**src/hw/rtl/lci_mem.sv**
```systemverilog
module lci_mem #(
    parameter int DEPTH = 20,
    parameter int AW    = 5
) (
    input  logic          clk,
    input  logic          rst_n,
    input  logic          wr_en,
    input  logic [AW-1:0] wr_addr,
    input  logic [95:0]   wr_data,
    input  logic          rd_en,
    input  logic [AW-1:0] rd_addr,
    output logic [95:0]   rd_data
);

    // A row that was never written reads as zero.
    logic [95:0]      mem [DEPTH];
    logic [DEPTH-1:0] vld_reg;
    logic [95:0]      rd_raw_reg;
    logic             rd_vld_reg;

    always_ff @(posedge clk)
    begin
        if (wr_en)
        begin
            mem[wr_addr] <= wr_data;
        end
        if (rd_en)
        begin
            rd_raw_reg <= mem[rd_addr];
        end
    end

    always_ff @(posedge clk or negedge rst_n)
    begin
        if (!rst_n)
        begin
            vld_reg    <= '0;
            rd_vld_reg <= 1'b0;
        end
        else
        begin
            if (wr_en)
            begin
                vld_reg[wr_addr] <= 1'b1;
            end
            if (rd_en)
            begin
                rd_vld_reg <= vld_reg[rd_addr];
            end
        end
    end

    assign rd_data = rd_vld_reg ? rd_raw_reg : '0;

endmodule

```
**config.mk**
```make
export PLATFORM = sky130hd
export DESIGN_NAME = lci_mem
export DESIGN_NICKNAME = d
export VERILOG_FILES = /design/src/hw/rtl/lci_mem.sv
export SDC_FILE = /design/constraint.sdc
export NUM_CORES = 2
export LEC_CHECK = 0
export ABC_AREA = 1
export ABC_CLOCK_PERIOD_IN_PS = 2300
export BUFFER_PORTS_ARGS = -buffer_cell sky130_fd_sc_hd__buf_4
export CELL_PAD_IN_SITES_DETAIL_PLACEMENT = 2
export CELL_PAD_IN_SITES_GLOBAL_PLACEMENT = 2
export CORE_MARGIN = 4
export CORE_UTILIZATION = 49
export CTS_BUF_LIST = sky130_fd_sc_hd__clkbuf_8
export CTS_CLUSTER_DIAMETER = 150
export DETAILED_ROUTE_END_ITERATION = 7
export HOLD_SLACK_MARGIN = 0.15
export PLACE_DENSITY = 0.93
export SETUP_SLACK_MARGIN = 0.1
export SYNTH_ARGS = -nofsm -noshare
export SYNTH_HDL_FRONTEND = slang
export SYNTH_SLANG_ARGS = --single-unit
```
**constraint.sdc**
```tcl
create_clock -name clk -period 2.3 [get_ports clk]
set_input_delay 0 -clock clk [delete_from_list [all_inputs] [get_ports clk]]
set_output_delay 0 -clock clk [all_outputs]
set_load 0.05 [all_outputs]
```
==> flow_summary.yaml, run 1 <==
placement:
  pre_cts_ws_ps: -106
  portBuffers: 205
  place_congestion: 0.764
  hpwl_mm: 202
cts:
  cts_setup_buffers: 14
  ctsRootBufferMaster: "clkbuf_8"
  htree_levels: 5
  cts.sinks: 2037
  cts-resized-gates: 448
  clock_path_buffers: 4
  cts_buffers: 352
  postCtsHoldBufs: 239
floorplan:
  initial_utilization: 0.493
  row_count: 148
  die_h_um: 412
  die_width_um: 412
  num_io_pins: 206
synthesis:
  synth.distinct_cells: 19
  syn_inst: 6310
  synth.avg_cell_area_um2: 12.7
  ys_seq_area_frac: 0.762
  synth_warnings: 0
  syn_nets: 6420
  mappedNetlistArea_mm2: 0.0801
  ys_seq_elements: 2037
status:
  firstError: "[ERROR DPL-0033] detailed placement checks failed during check placement."
  stop_stage: "clock tree synthesis (4_1_cts)"
  outcome: "stopped before the end"
## kinds of logic after synthesis
| family | count (synthesis) | synth area share |
|---|---|---|
| compound gates | 1558 | 0.105 |
| simple gates | 2087 | 0.0997 |
| flops | 2037 | 0.762 |
| buf+inv | 628 | 0.0331 |
## cells in the mapped netlist (all sizes together)
cell / n / area [um^2]
a21oi: 173 / 866
a31oi: 1 / 6.26
buf: 173 / 942
clkbuf: 233 / 875
dfrtp: 21 / 526
edfxtp: 2016 / 60500
inv: 222 / 833
nand2: 430 / 1610
nand3: 116 / 581
nor2: 1539 / 5780
o211ai: 194 / 1460
o21ai: 1094 / 5480
o22ai: 96 / 601
or2: 2 / 12.5
## per-stage QoR
stage	utilization	instances	hold WS [ps]	TNS, ps	area [um^2]
global placement	0.528	8478	-95.0	0	85800
detailed placement	0.528	8478	-95.3	-106	85800
floorplan	-	6310	-296	0	80300
==> run 2: changes to the inputs <==
CELL_PAD_IN_SITES_DETAIL_PLACEMENT = not set   (was 2)
CELL_PAD_IN_SITES_GLOBAL_PLACEMENT = not set   (was 2)
CORE_UTILIZATION = 40   (was 49)
CTS_BUF_LIST = not set   (was sky130_fd_sc_hd__clkbuf_8)
CTS_CLUSTER_DIAMETER = not set   (was 150)
HOLD_SLACK_MARGIN = not set   (was 0.15)
PLACE_DENSITY = not set   (was 0.93)
PLACE_DENSITY_LB_ADDON = 0.15   (was not set)
SETUP_SLACK_MARGIN = not set   (was 0.1)
==> flow_summary.yaml, run 2 <==
placement:
  dp_cells: 9002
  place_congestion: 0.751
  placed_area_mm2: 0.0870
  hpwl_mm: 120
  pre_cts_ws_ps: 368
  portBuffers: 205
timing:
  setup_ws_ps: 99.0
  layout_min_cycle_time_ps: 2200
  fmax_mhz: 454
  slew_headroom: 0.339
  hold_viol: 0
  worst_pin_slew_ps: 988
  fin_crit_sh: 0.957
  whs_ps: 65.3
  rsz0062_at_grt: "false"
  drv_slew: 0
  setup_tns_ps: 0
  setup_viol: 0
  fin_worst_skew_ps: 25.1
route:
  ant_nets: 0
  vias: 50800
  drt_pre_antenna_iters: 5
  viasPerCell: 5.32
  wl_per_cell_um: 24.0
  drtIter0Drc: 4830
  routed_wl_mm: 229
  drc: 0
synthesis:
  synth_commonest_cells: "edfxtp_1 (2016), nor2_1 (1539), o21ai_0 (836)"
  synth.avg_cell_area_um2: 12.7
  syn_inst: 6310
  netlist.top_cell.by_area: "edfxtp_1"
  synthSimpleGateAreaFrac: 0.0997
  ys_async_sr_fraction: 0.0103
  yosys.area_share.adder: 0
  synth.distinct_cells: 19
  mappedNetlistArea_mm2: 0.0801
  synth_most_common_cell: "edfxtp_1"
  synth_top_family_by_area: "compound AO/OA/AOI/OAI gates"
  synth_xor_area_frac: 0
  ys_seq_elements: 2037
  ys_seq_area_frac: 0.762
  synth_edf_count: 2016
  synth_ff_type: "edfxtp_1"
  synth_compound_area_frac: 0.105
  synth.area.top_cells: "edfxtp_1 (76%), nor2_1 (7.2%), o21ai_0 (5.2%)"
  synthMuxAreaShare: 0
  synth_warnings: 0
  yosysTopAreaCellShare: 0.756
  syn_nets: 6420
cts:
  clk_pin_slew_ps: 60
  cts.sinks: 2037
  clock_latency_ps: 830
  clock_path_buffers: 3
  htree_levels: 4
  tritoncts: "yes"
  ctsRootBufferMaster: "clkbuf_16"
  cts_buffers: 209
floorplan:
  core_area_mm2: 0.198
  row_count: 163
  num_io_pins: 206
  die_h_um: 456
  die-area_mm2: 0.207
  initial_utilization: 0.404
  die_width_um: 456
cells_and_area:
  largest_register_ffs: 1920
  instances_no_fill: 9542
  drive_above_1_share: 0.115
  post-route-util: 0.480
  final_nets: 6827
  syn_to_final_growth_pct: 18.9
  postLayoutCellArea_mm2: 0.0952
  nFillCells: 17500
  final_cell_mix: "edfxtp_1 (2016), nor2_1 (1517), o21ai_0 (836)"
  final_common_cell: "edfxtp_1"
setup_path:
  worst_setup_path_start_kind: "flop"
  crit_arrival_ps: 2200
  crit_type: "reg -> out"
  endpoint_kind: "primary output"
  crit_required_ps: 2300
  cp_max_fo: 47
global_routing:
  antenna_found_initial: 18
  grtUsageTotal: 0.215
  grt_pass1_vias: 49400
  grt_pass1_wl_mm: 337
  grt-ovfl-total: 0
  grt_max_degree: 117
pwr:
  clkPwrFrac: 0.410
  pwr-share-comb: 0.072
  ir_worst_vdd_uv: 791
  power_frac_seq: 0.518
  power_density_mw_per_mm2: 844
  power.switching_mw: 18.5
  finalPower_mw: 80.3
  leakage_nw: 32.5
  intPower_mw: 61.9
  switching_share: 0.230
worst_hold_path:
  hold_class: "in -> reg"
job:
  maxCapViolCount: 0
status:
  outcome: "finished clean"
## run 2: cell counts after synthesis
No cell type changed its count.
## run 2: final cells by class
type                       count  area (um^2)  share of cell area
sequential                  2037        61100               0.641
multi-input combinational   3645        16600               0.174
timing repair buffer         602         6720              0.0706
clock buffer                 263         5500              0.0578
tap                         2640         3300              0.0347
clock inverter               125         1160              0.0121
inverter                     222          872             0.00916
antenna                        8         20.0            0.000210
## run 2: critical path: stages, from the launching register on
cell and delay, ps:
dfrtp_4 450, buf_16 340, nand2_1 270, inv_1 100, buf_4 200
## run 2: worst paths after layout
path	startpoint	to	slack [ps]	cells after the start
max in group asynchronous	rst_n	rd_vld_reg	1070	3
worst min-delay path	wr_data[18]	mem[4][18]	70	2
worst max-delay path	rd_vld_reg	rd_data[7]	100	4
worst min register to register	vld_reg[2]	vld_reg[2]	460	2
worst max register to register	vld_reg[1]	rd_vld_reg	430	12
min in group asynchronous	rst_n	vld_reg[18]	500	3
## run 2: kinds of logic after synthesis
| group | after synthesis |
|---|---|
| simple gates | 2087 |
| compound gates | 1558 |
| buf+inv | 628 |
| flops | 2037 |
## run 2: power groups by stage
stage	Combinational (mW)	Clock (mW)	Sequential (mW)
2_1_floorplan	3.09	0	42.3
3_3_place_gp	5.57	0	42.4
3_5_place_dp	5.60	0	42.4
4_1_cts	5.84	33.6	41.6
5_1_grt	6.35	35.2	41.6
6_report	5.81	32.9	41.6
## run 2: repair_timing
item	in CTS	in global routing
setup endpoints to repair	5	4
hold endpoints to repair	2186	0
gates cloned	0	2
gates resized for setup	3	13
hold buffers	136	0
setup buffers	0	6
## run 2: routing by layer
metal	GRT usage	share of wire	up-vias
li1	-	-	23400
met1	0.299	0.44	25700
met4	0.0535	0.022	6
met2	0.357	0.49	1380
met5	0	0.00018	-
met3	0.0297	0.048	305
Power figures use the tool's default switching activity.
