`src/hw/rtl/lci_pkg.sv`:
```
package lci_pkg;

    localparam logic [2:0] OP_TGT_POS  = 3'd0;
    localparam logic [2:0] OP_TGT_VEL  = 3'd1;
    localparam logic [2:0] OP_FF_FORCE = 3'd2;
    localparam logic [2:0] OP_FF_TORQ  = 3'd3;
    localparam logic [2:0] OP_MEASURE  = 3'd4;

    localparam logic [2:0] CFG_ABAD_OFFSET = 3'd0;
    localparam logic [2:0] CFG_HIP_LINK    = 3'd1;
    localparam logic [2:0] CFG_KNEE_LINK   = 3'd2;
    localparam logic [2:0] CFG_GAIN_P      = 3'd3;
    localparam logic [2:0] CFG_GAIN_I      = 3'd4;
    localparam logic [2:0] CFG_GAIN_D      = 3'd5;
    localparam logic [2:0] CFG_INT_LIMIT   = 3'd6;
    localparam logic [2:0] CFG_SIDE_MASK   = 3'd7;

    localparam int KIND_TGT_POS  = 0;
    localparam int KIND_TGT_VEL  = 1;
    localparam int KIND_FF_FORCE = 2;
    localparam int KIND_FF_TORQ  = 3;
    localparam int KIND_INTEGRAL = 4;
    localparam int NUM_KINDS     = 5;

    localparam logic [31:0] INV_TWO_PI_Q32 = 32'd683565276;
    localparam logic [31:0] HALF_PI_Q30    = 32'd1686629713;
    localparam logic [30:0] Q30_ONE        = 31'd1073741824;
    localparam logic [3:0]  SIDE_MASK_RST  = 4'd5;

    localparam logic signed [31:0] S32_MAX = 32'sh7FFF_FFFF;
    localparam logic signed [31:0] S32_MIN = 32'sh8000_0000;

    function automatic logic [7:0] taylor_div(input logic [2:0] k);
        logic [7:0] d;
        case (k)
            3'd0:    d = 8'd110;
            3'd1:    d = 8'd72;
            3'd2:    d = 8'd42;
            3'd3:    d = 8'd20;
            default: d = 8'd6;
        endcase
        return d;
    endfunction

    function automatic logic signed [31:0] sat64(input logic signed [63:0] v);
        logic signed [31:0] r;
        if (v > 64'sd2147483647)
            r = S32_MAX;
        else if (v < -64'sd2147483648)
            r = S32_MIN;
        else
            r = v[31:0];
        return r;
    endfunction

    function automatic logic signed [31:0] sat_add(input logic signed [31:0] a,
                                                  input logic signed [31:0] b);
        logic signed [32:0] s;
        logic signed [31:0] r;
        s = {a[31], a} + {b[31], b};
        if (s[32] != s[31])
            r = s[32] ? S32_MIN : S32_MAX;
        else
            r = s[31:0];
        return r;
    endfunction

    function automatic logic signed [31:0] sat_sub(input logic signed [31:0] a,
                                                  input logic signed [31:0] b);
        logic signed [32:0] s;
        logic signed [31:0] r;
        s = {a[31], a} - {b[31], b};
        if (s[32] != s[31])
            r = s[32] ? S32_MIN : S32_MAX;
        else
            r = s[31:0];
        return r;
    endfunction

    function automatic logic signed [31:0] sat_neg(input logic signed [31:0] a);
        logic signed [31:0] r;
        if (a == S32_MIN)
            r = S32_MAX;
        else
            r = -a;
        return r;
    endfunction

endpackage

```
`src/hw/rtl/lci_qsin.sv`:
```
module lci_qsin #(
    parameter int FRAC_BITS = 16
) (
    input  logic        clk,
    input  logic        rst_n,
    input  logic        start,
    input  logic [30:0] u,
    output logic        done,
    output logic [31:0] result
);

    typedef enum logic [2:0] {Q_IDLE, Q_X, Q_X2, Q_T, Q_DIV, Q_S} qstate_t;

    qstate_t     state_reg;
    logic [2:0]  k_reg;
    logic [2:0]  dcnt_reg;
    logic        done_reg;
    logic [30:0] u_reg;
    logic [31:0] x_reg;
    logic [31:0] x2_reg;
    logic [30:0] t_reg;
    logic [39:0] dv_reg;
    logic [6:0]  rem_reg;
    logic [31:0] res_reg;

    logic [31:0] mul_a;
    logic [31:0] mul_b;
    logic [63:0] prod;
    logic [39:0] dv_next;
    logic [6:0]  rem_next;
    logic [31:0] res_next;

    always_comb
    begin
        case (state_reg)
            Q_X:     begin mul_a = {1'b0, u_reg}; mul_b = lci_pkg::HALF_PI_Q30; end
            Q_X2:    begin mul_a = x_reg;         mul_b = x_reg;               end
            Q_T:     begin mul_a = x2_reg;        mul_b = {1'b0, t_reg};       end
            default: begin mul_a = x_reg;         mul_b = {1'b0, t_reg};       end
        endcase
        prod = 64'(mul_a) * 64'(mul_b);
        res_next = 32'((64'(prod[61:30]) + (64'd1 << (29 - FRAC_BITS))) >> (30 - FRAC_BITS));
    end

    // Eight quotient bits of the constant division per cycle.
    always_comb
    begin
        logic [7:0] r2;
        logic [7:0] d;
        dv_next  = dv_reg;
        rem_next = rem_reg;
        d        = lci_pkg::taylor_div(k_reg);
        for (int j = 0; j < 8; j++)
        begin
            r2 = {rem_next, dv_next[39]};
            if (r2 >= d)
            begin
                rem_next = 7'(r2 - d);
                dv_next  = {dv_next[38:0], 1'b1};
            end
            else
            begin
                rem_next = r2[6:0];
                dv_next  = {dv_next[38:0], 1'b0};
            end
        end
    end

    always_ff @(posedge clk or negedge rst_n)
    begin
        if (!rst_n)
        begin
            state_reg <= Q_IDLE;
            k_reg     <= '0;
            dcnt_reg  <= '0;
            done_reg  <= 1'b0;
        end
        else
        begin
            done_reg <= 1'b0;
            unique case (state_reg)
                Q_IDLE:
                begin
                    if (start)
                    begin
                        state_reg <= Q_X;
                    end
                end
                Q_X:
                begin
                    state_reg <= Q_X2;
                end
                Q_X2:
                begin
                    k_reg     <= '0;
                    state_reg <= Q_T;
                end
                Q_T:
                begin
                    dcnt_reg  <= '0;
                    state_reg <= Q_DIV;
                end
                Q_DIV:
                begin
                    dcnt_reg <= dcnt_reg + 3'd1;
                    if (dcnt_reg == 3'd4)
                    begin
                        k_reg     <= k_reg + 3'd1;
                        state_reg <= (k_reg == 3'd4) ? Q_S : Q_T;
                    end
                end
                Q_S:
                begin
                    done_reg  <= 1'b1;
                    state_reg <= Q_IDLE;
                end
                default:
                begin
                    state_reg <= Q_IDLE;
                end
            endcase
        end
    end

    always_ff @(posedge clk)
    begin
        case (state_reg)
            Q_IDLE:
            begin
                u_reg <= u;
            end
            Q_X:
            begin
                x_reg <= prod[61:30];
            end
            Q_X2:
            begin
                x2_reg <= prod[61:30];
                t_reg  <= lci_pkg::Q30_ONE;
            end
            Q_T:
            begin
                dv_reg  <= {6'd0, prod[63:30]};
                rem_reg <= '0;
            end
            Q_DIV:
            begin
                dv_reg  <= dv_next;
                rem_reg <= rem_next;
                if (dcnt_reg == 3'd4)
                begin
                    t_reg <= lci_pkg::Q30_ONE - dv_next[30:0];
                end
            end
            Q_S:
            begin
                res_reg <= res_next;
            end
            default:
            begin
            end
        endcase
    end

    assign done   = done_reg;
    assign result = res_reg;

endmodule

```
`config.mk`:
```
export PLATFORM = sky130hd
export DESIGN_NAME = lci_qsin
export DESIGN_NICKNAME = d
export VERILOG_FILES = /design/src/hw/rtl/lci_pkg.sv /design/src/hw/rtl/lci_qsin.sv
export SDC_FILE = /design/constraint.sdc
export NUM_CORES = 2
export LEC_CHECK = 0
export BUFFER_PORTS_ARGS = -buffer_cell sky130_fd_sc_hd__buf_2
export CAP_MARGIN = 30
export CORE_MARGIN = 2
export CORE_UTILIZATION = 50
export DETAILED_ROUTE_END_ITERATION = 8
export GPL_ROUTABILITY_DRIVEN = 0
export PLACE_DENSITY_LB_ADDON = 0.3
export SKIP_LAST_GASP = 1
export SYNTH_ARGS = -nofsm -noshare
export SYNTH_HDL_FRONTEND = slang
export SYNTH_SLANG_ARGS = --single-unit
```
`constraint.sdc`:
```
create_clock -name clk -period 22.9 [get_ports clk]
set_input_delay 3.435 -clock clk [delete_from_list [all_inputs] [get_ports clk]]
set_output_delay 3.435 -clock clk [all_outputs]
set_load 0.05 [all_outputs]
```
==> out/results.ini <==
[outcome]
status = finished, final reports clean

[cts]
clock_sinks = 202
cts_resized = 0
path_clk_slew_ns = 0.07
cts_buffers = 22
htree_levels = 1
post_cts_buffers = 0
hold_buffers = 0
clock-root-buffer = clkbuf_16
cts_tree = done
insertion_delay_ns = 0.51
cts_max_path_buffers = 3

[floorplan]
boundaryPins = 67
die_h_um = 299.3
floorplan.initialDensity_pct = 50.32
dieArea_mm2 = 0.08955
rows = 108
fp.coreArea_mm2 = 0.08662
die_w_um = 299.3

[grt]
grt_pass1_vias = 35090
grt_pass1_wl_um = 203400
gr-usage-all-layers_pct = 29.52
grt.overflow.total = 0
grt_antenna_before_repair = 2
grt_max_degree = 77

[worst_hold_path]
worstHoldPathType = reg -> reg

[synthesis]
synth_top_area_share_pct = 41.47
avgSynthCellArea_um2 = 9.056
synthMostInstantiatedCell = inv_1
synth_area_leader_cell = fa_1
synth-seq-cells = 202
async_flop_share_pct = 4.950
synth_commonest_cells = inv_1 (1035), nand2_1 (1009), fa_1 (903)
synth_edf_count = 192
ys_seq_area_share_pct = 13.80
synth_cell_types = 86
synthTopCellsByArea = fa_1 (41%), edfxtp_1 (13%), ha_1 (9.1%)
synth-main-ff-cell = edfxtp_1
ys_warn_count = 0
syn_inst = 4813
synth_area_mm2 = 0.04359

[timing]
grt_setup_unrepaired = no
hold_violations = 0
fin_crit_sh_pct = 91.60
fmax_ghz = 0.04767
slew_violations = 0
fin_crit_ns = 20.98
finalSetupTns_ns = 0
slew_headroom_pct = 4.387
tightest_slew_ns = 1.434
setup-violations-final = 0
fin_skew_ns = 0.01629

[critical_path]
crit_slowest_cell = o21ai_0
max_stage_delay_ns = 0.51
end_kind = register
cp-start-kind = register
critPathRequiredTime_ns = 23.13
critPathMostFrequentCell = o21ai_0
cp.arrival_ns = 21.20
path_class = reg -> reg
crit_fanout = 18

[flow_run]
cap_violations = 0

[cells_and_area]
fin_util_pct = 53.28
final_nets = 6033
drive_above_1_share_pct = 5.885
area_growth_pct = 5.873
fill_cells = 7898
largest_reg_flops = 40

[route]
dr_wl_met3_um = 13060
via_per_inst = 5.605
drc = 0
first_pass_iters = 5
ant_nets = 0
drt_wl_total_um = 127100
wl_met1_um = 51080
drt_iter0_drc = 2969
num_vias = 33340
highest_layer = met5
wl_per_cell_um = 21.37
dr_wl_met2_um = 56540

[placed_design]
port_buffers = 53
hpwlAfterDp_um = 99660

==> stage by stage <==
stage	hold slack [ns]	instances	setup slack, ns	instance area [um2]
2_1_floorplan	0.4508	4825	3.926	43630
3_5_place_dp	0.4870	5909	1.738	45440
6_report	0.4976	5948	1.924	46150
5_1_grt	0.5244	5947	0.1366	46150
3_3_place_gp	0.4733	5905	2.283	45350
4_1_cts	0.5044	5946	1.655	46110
==> worst max-delay path, delay by kind of cell, from the launching register on <==
family / cells / cell delay, ns
AOI/OAI and AO/OA: 40 / 10.18
DFF: 1 / 0.40
adders and majority gates: 10 / 3.24
muxes: 3 / 1.04
and+or+nand+nor: 23 / 4.84
buffers and inverters: 7 / 0.98
==> layout make-up <==
cell class              instances  area (um2)  area share, %
inverters                    1037        3892          8.435
repair buffers                155        1099          2.380
diodes                          1       2.502       0.005423
clock buffers                  31       614.3          1.331
clock inverters                 6       50.05         0.1085
multi-input cells            3361       33030          71.57
well taps                    1155        1445          3.132
flip-flops and latches        202        6017          13.04
==> cells in the final DEF (no fill, tap or decap), types with 18 or more instances in the layout <==
master / netlist / final
inv_1: 1035 / 1034
a21o_1: 39 / 39
buf_4: 13 / 98
nand4_1: 20 / 20
mux2i_1: 43 / 43
a21oi_1: 96 / 95
clkbuf_16: 0 / 22
o21ai_0: 66 / 61
edfxtp_1: 192 / 192
ha_1: 317 / 317
o21ai_2: 2 / 29
nor2_1: 302 / 300
nand3_1: 40 / 39
o21a_1: 43 / 43
xnor2_1: 51 / 51
and2_1: 36 / 35
buf_2: 7 / 53
nand2b_1: 19 / 18
fa_1: 903 / 903
nand2_1: 1009 / 1008
nor3_1: 31 / 30
xor2_1: 37 / 37
and3_1: 27 / 27
==> routing by layer <==
metal	GRT usage, %	vias to the layer above
met5	0	-
met4	11.81	4
met3	6.146	297
met2	45.56	1535
met1	40.96	16940
li1	-	14560
==> logic make-up after synthesis <==
family                     count (synthesis)  share of synthesized area (%)
AOI/OAI and AO/OA                        431                          6.749
xor gates and xnor gates                  88                          1.768
adders and majority gates               1220                          50.57
buffers and inverters                   1262                          11.03
DFF                                      202                          13.80
muxes                                     59                          1.401
other                                      1                       0.008603
and+or+nand+nor                         1550                          14.67
==> worst paths after layout <==
path	slack (ns)	from	cells past startpoint	end
worst min-delay path	0.50	dcnt_reg[2]	1	dcnt_reg[2]
worst max register to register	1.92	k_reg[0]	83	t_reg[30]
max in group asynchronous	19.88	rst_n	1	state_reg[1]
min in group asynchronous	2.79	rst_n	1	k_reg[1]
worst max-delay path	1.92	k_reg[0]	83	t_reg[30]
worst min register to register	0.50	dcnt_reg[2]	1	dcnt_reg[2]
Power is left out: the tool's default activity adds up to more than one toggle a clock period on the data nets, which glitch-free logic cannot reach.
